[config.mk]
export PLATFORM = sky130hd
export DESIGN_NAME = plro_walker
export DESIGN_NICKNAME = d
export VERILOG_FILES = /design/src/rtl/plro_pkg.sv /design/src/rtl/plro_walker.sv
export SDC_FILE = /design/constraint.sdc
export NUM_CORES = 1
export LEC_CHECK = 0
export BUFFER_PORTS_ARGS = -buffer_cell sky130_fd_sc_hd__buf_4
export CAP_MARGIN = 10
export CORE_ASPECT_RATIO = 1.25
export CORE_MARGIN = 5
export CORE_UTILIZATION = 23
export CTS_CLUSTER_DIAMETER = 80
export DETAILED_ROUTE_END_ITERATION = 8
export SETUP_SLACK_MARGIN = 0.1
export SYNTH_ARGS = -nofsm -noshare
export SYNTH_HDL_FRONTEND = slang
export SYNTH_SLANG_ARGS = --single-unit
[constraint.sdc]
create_clock -name clock -period 4.7 [get_ports clock]
set_input_delay 0 -clock clock [delete_from_list [all_inputs] [get_ports clock]]
set_output_delay 0 -clock clock [all_outputs]
set_load 0.02 [all_outputs]
[src/rtl/plro_pkg.sv]
package plro_pkg;

   // Field widths fixed by the request format and the parameter ranges.
   localparam int PAGE_W = 5;   // up to 32 pages
   localparam int COL_W  = 8;   // up to 256 columns
   localparam int ROW_W  = 3;   // eight rows in a page
   localparam int GEO_W  = 11;  // signed band geometry, covers -1024..1023

   typedef enum logic [1:0] {
      OP_READ    = 2'd0,
      OP_FILL    = 2'd1,
      OP_RECT    = 2'd2,
      OP_OUTLINE = 2'd3
   } plro_op_type;

   typedef enum logic [1:0] {
      MODE_PUT   = 2'd0,
      MODE_XOR   = 2'd1,
      MODE_ERASE = 2'd2,
      MODE_KEEP  = 2'd3
   } plro_mode_type;

   // One clipped band, handed from the sequencer to the word walker.
   typedef struct packed {
      logic [PAGE_W-1:0] page_first;
      logic [PAGE_W-1:0] page_last;
      logic [COL_W-1:0]  col_first;
      logic [COL_W-1:0]  col_last;
      logic [ROW_W-1:0]  row_first;
      logic [ROW_W-1:0]  row_last;
      logic [1:0]        color;
      plro_mode_type     mode;
   } plro_band_type;

   // Combine a row pattern into a stored word.
   function automatic logic [15:0] combine(input logic [15:0] word,
                                           input logic [15:0] pat,
                                           input plro_mode_type mode);
      logic [15:0] result;
      case (mode)
         MODE_PUT:   result = word | pat;
         MODE_XOR:   result = word ^ pat;
         MODE_ERASE: result = word & ~pat;
         default:    result = word;
      endcase
      return result;
   endfunction

endpackage

[src/rtl/plro_walker.sv]
module plro_walker #(
   parameter int COLUMNS = 128,
   parameter int PAGES   = 20
) (
   input  logic                                 clock,
   input  logic                                 reset,
   input  logic                                 start,
   input  plro_pkg::plro_band_type              cmd,
   output logic                                 busy,
   output logic                                 rd_en,
   output logic [$clog2(COLUMNS*PAGES)-1:0]     rd_addr,
   input  logic [15:0]                          rd_data,
   output logic                                 wr_en,
   output logic [$clog2(COLUMNS*PAGES)-1:0]     wr_addr,
   output logic [15:0]                          wr_data
);

   localparam int AW = $clog2(COLUMNS * PAGES);

   logic                            run_ff, run_in;
   plro_pkg::plro_band_type         cmd_ff, cmd_in;
   logic [plro_pkg::PAGE_W-1:0]     page_ff, page_in;
   logic [plro_pkg::COL_W-1:0]      col_ff, col_in;
   logic                            wr_pend_ff;
   logic [AW-1:0]                   wr_addr_ff;
   logic [15:0]                     pat_ff;

   logic [plro_pkg::ROW_W-1:0]      row_lo, row_hi;
   logic [7:0]                      mask;
   logic [15:0]                     pat;
   logic [AW-1:0]                   addr_cur;

   // Rows covered in the current page: only the first and last pages are partial.
   always_comb begin
      row_lo = (page_ff == cmd_ff.page_first) ? cmd_ff.row_first : '0;
      row_hi = (page_ff == cmd_ff.page_last) ? cmd_ff.row_last : '1;
      mask   = (8'hFF << row_lo) & (8'hFF >> (3'd7 - row_hi));
      pat    = {(cmd_ff.color[1] ? mask : 8'h00), (cmd_ff.color[0] ? mask : 8'h00)};
   end

   assign addr_cur = AW'(int'(page_ff) * COLUMNS + int'(col_ff));

   // Column-major sweep within a page, one word read per cycle.
   always_comb begin
      run_in  = run_ff;
      cmd_in  = cmd_ff;
      page_in = page_ff;
      col_in  = col_ff;
      if (start) begin
         run_in  = 1'b1;
         cmd_in  = cmd;
         page_in = cmd.page_first;
         col_in  = cmd.col_first;
      end else if (run_ff) begin
         if (col_ff == cmd_ff.col_last) begin
            col_in = cmd_ff.col_first;
            if (page_ff == cmd_ff.page_last) begin
               run_in = 1'b0;
            end else begin
               page_in = page_ff + 1'b1;
            end
         end else begin
            col_in = col_ff + 1'b1;
         end
      end
   end

   always_ff @(posedge clock) begin
      if (reset) begin
         run_ff     <= 1'b0;
         wr_pend_ff <= 1'b0;
      end else begin
         run_ff     <= run_in;
         wr_pend_ff <= run_ff;
      end
      cmd_ff     <= cmd_in;
      page_ff    <= page_in;
      col_ff     <= col_in;
      wr_addr_ff <= addr_cur;
      pat_ff     <= pat;
   end

   // The word read last cycle is written back while the next one is read.
   assign busy    = run_ff || wr_pend_ff;
   assign rd_en   = run_ff;
   assign rd_addr = addr_cur;
   assign wr_en   = wr_pend_ff;
   assign wr_addr = wr_addr_ff;
   assign wr_data = plro_pkg::combine(rd_data, pat_ff, cmd_ff.mode);

endmodule

==> impl_results.md <==
- #FFs+latches synth: 79
- Chip Height: 159 µm
- Row count: 54
- Mapped Nets: 426
- Antenna violations before repair: 0
- Ranking of synthesized cells by area: edfxtp_1, dfxtp_1, ha_1
- Worst Hold Class: input port to flip-flop
- I/O pins: 98
- Setup TNS: 0 ps
- Fin crit share: 53.0%
- Worst slew pin tran: 1060 ps
- Grt total ovfl: 0
- CTS tree: yes
- Post-synth EDFFs: 49
- Largest net degree at the start of global routing: 66
- Final hold violations: 0
- Final setup viols: 0
- Core ar.: 17,500 µm²
- Syn Area/Cell: 12.2 µm²
- Seq/Total Area, Yosys: 50.6%
- Bufs on Longest Clock Path: 2
- Via Count: 2,860
- RSZ-0062 raised after global routing: no
- Pwr Density: 347 nW/µm²
- Reg clk slew, reported paths: 70 ps
- Crit. End Element: flip-flop
- Crit path max fanout: 11
- Post-route cell area: 5630 µm²
- Share of cells above drive strength 1: 30.5%
- Synth Flop Type: edfxtp_1
- Num CTS Buffers: 9
- Status: finished clean
- Biggest area consumer among synthesized cells: edfxtp_1
- Ant diodes: 0
- WL per Instance: 13.9 µm
- Die W: 129 µm
- Pre-antenna DRT Iters: 4
- Final ANT Viol Nets: 0
- Die area: 20,600 µm²
- Worst R2R Path Depth: 4
- Vias in the first global route: 2,953
- Clk root buf: clkbuf_16
- NumNets Final: 551
- First-pass GRT wire length: 15,100 µm
- 1st-iter DRT viols: 110
- I/O Buffers: 97
- FFs w/ async S/R, synth: 0%
- Relative slew slack: 28.7%
- Clk sinks: 79
- CP Data Arrival Time: 2550 ps
- Number of synthesis warnings: 0
- Dpl hpwl: 7530 µm
- Hold path cells: 1
- Detailed Route WL: 9580 µm
- P_leak: 0.00240 µW
- Synthesized area: 4100 µm²
- Maxcap violations: 0
- GR Util All Layers: 9.38%
- Fin crit period: 2490 ps
- Worst EP required: 4760 ps
- Vias per inst: 4.15
- Clk_lat worst skew: 330 ps
- Placer congestion estimate: 0.792
- Synthesis-to-finish area growth: 37.5%
- CP Launch Type: flip-flop
- Post-placement cell area: 4980 µm²
- Critical setup path kind: flip-flop to flip-flop
- Skew final: 7.82 ps
- Setup bufs post-CTS: 0
- Fill count: 1,764
- Post-layout power: 1950 µW
- Initial Util: 23.4%
- Fmax: 402 MHz
- Drt drc: 0
- Synth top area share: 35.9%
- Yosys cell types: 42
- Maximum vdd drop: 0.216 mV
- Max Slew Vio Count: 0
- Post-synthesis cell count: 335
- H-tree depth: 3
-- cells by family after synthesis --
family / after synthesis / synth area share, %
flops: 79 / 50.6
compound gates: 31 / 6.60
simple gates: 63 / 7.79
buf+inv: 79 / 8.52
xor+xnor: 30 / 6.42
mux: 17 / 9.07
fa+ha+maj: 36 / 11.0
-- timing repair --
item                                   4_1_cts  5_1_grt
hold buffers                                37        0
setup endpoints to repair                    0        0
endpoints found under the hold margin       44        0
gates resized for setup                      0        0
-- layout by cell type (no fill, tap or decap), drive strengths merged, types with 2 or more instances in the layout --
cell	n
nor4	5
nor3	14
buf	97
clkinv	2
nand2	13
a32oi	3
mux4	16
a221oi	4
clkbuf	9
o21ai	4
a211oi	3
ha	36
o31a	3
edfxtp	49
dlygate4sd3	37
dfxtp	30
or2	3
nand3	12
xor2	14
inv	63
o21a	2
xnor2	16
a311oi	3
nor2	13
a21oi	3
-- cell usage after synthesis, drive strengths merged, types with 2 or more instances --
cell type,number
nor2,13
a32oi,3
buf,18
o21ai,4
a21oi,3
ha,36
or2,3
edfxtp,49
nand2,13
mux4,16
xor2,14
xnor2,16
clkbuf,2
a221oi,4
nor3,14
nor4,5
o31a,3
a311oi,3
a211oi,3
dfxtp,30
nand3,12
inv,59
o21a,2
-- sequential cells by signal (all words and copies together) (netlist names) --
signal,count
cmd_ff,36
col_ff,8
page_ff,5
pat_ff,16
rd_en,1
wr_addr,12
wr_en,1
-- path summary, 6_finish.rpt --
check / startpoint / endpoint / slack (ps)
hold reg to reg: cmd_ff[2] / pat_ff[0] / 480
hold / removal: start / cmd_ff[13] / 260
setup / recovery: col_ff[2] / col_ff[1] / 2210
setup reg to reg: col_ff[2] / col_ff[1] / 2210
-- worst max-delay path, cell delays in order (launching register included) --
cell	delay, ps
edfxtp_1	510
xor2_1	200
nor4_2	910
and2_1	480
o311ai_2	120
-- power by group --
group	switching (µW)	internal, µW
combinational	212	213
clock	296	367
sequential	55.4	810
-- stage by stage --
step                utilization [%]  instances  hold WS [ps]  worst slack [ps]
floorplan                         -        335          67.9              3030
global placement               28.4        636           180              2300
detailed placement             28.4        636           179              2220
CTS                            32.2        689           263              2210
global route                   32.2        689           295              2080
finish                         32.2        689           259              2210
-- cell type report --
cell class,instances,area (µm²),area share (%)
Clock buffer,9,225,4.00
Clock inverter,7,60.1,1.07
Inverter,59,221,3.93
Multi-Input combinational cell,177,1670,29.7
Sequential cell,79,2070,36.8
Tap cell,224,280,4.98
Timing Repair Buffer,134,1100,19.5
-- routing by layer --
layer | track usage [%] | wire length [µm] | up-vias
met4 | 3.68 | 147 | 0
met2 | 17.3 | 5200 | 71
li1 | - | - | 1413
met1 | 10.4 | 3720 | 1364
met5 | 0 | 0 | -
met3 | 1.81 | 502 | 12
No activity file was read; power rests on OpenSTA's default activity.
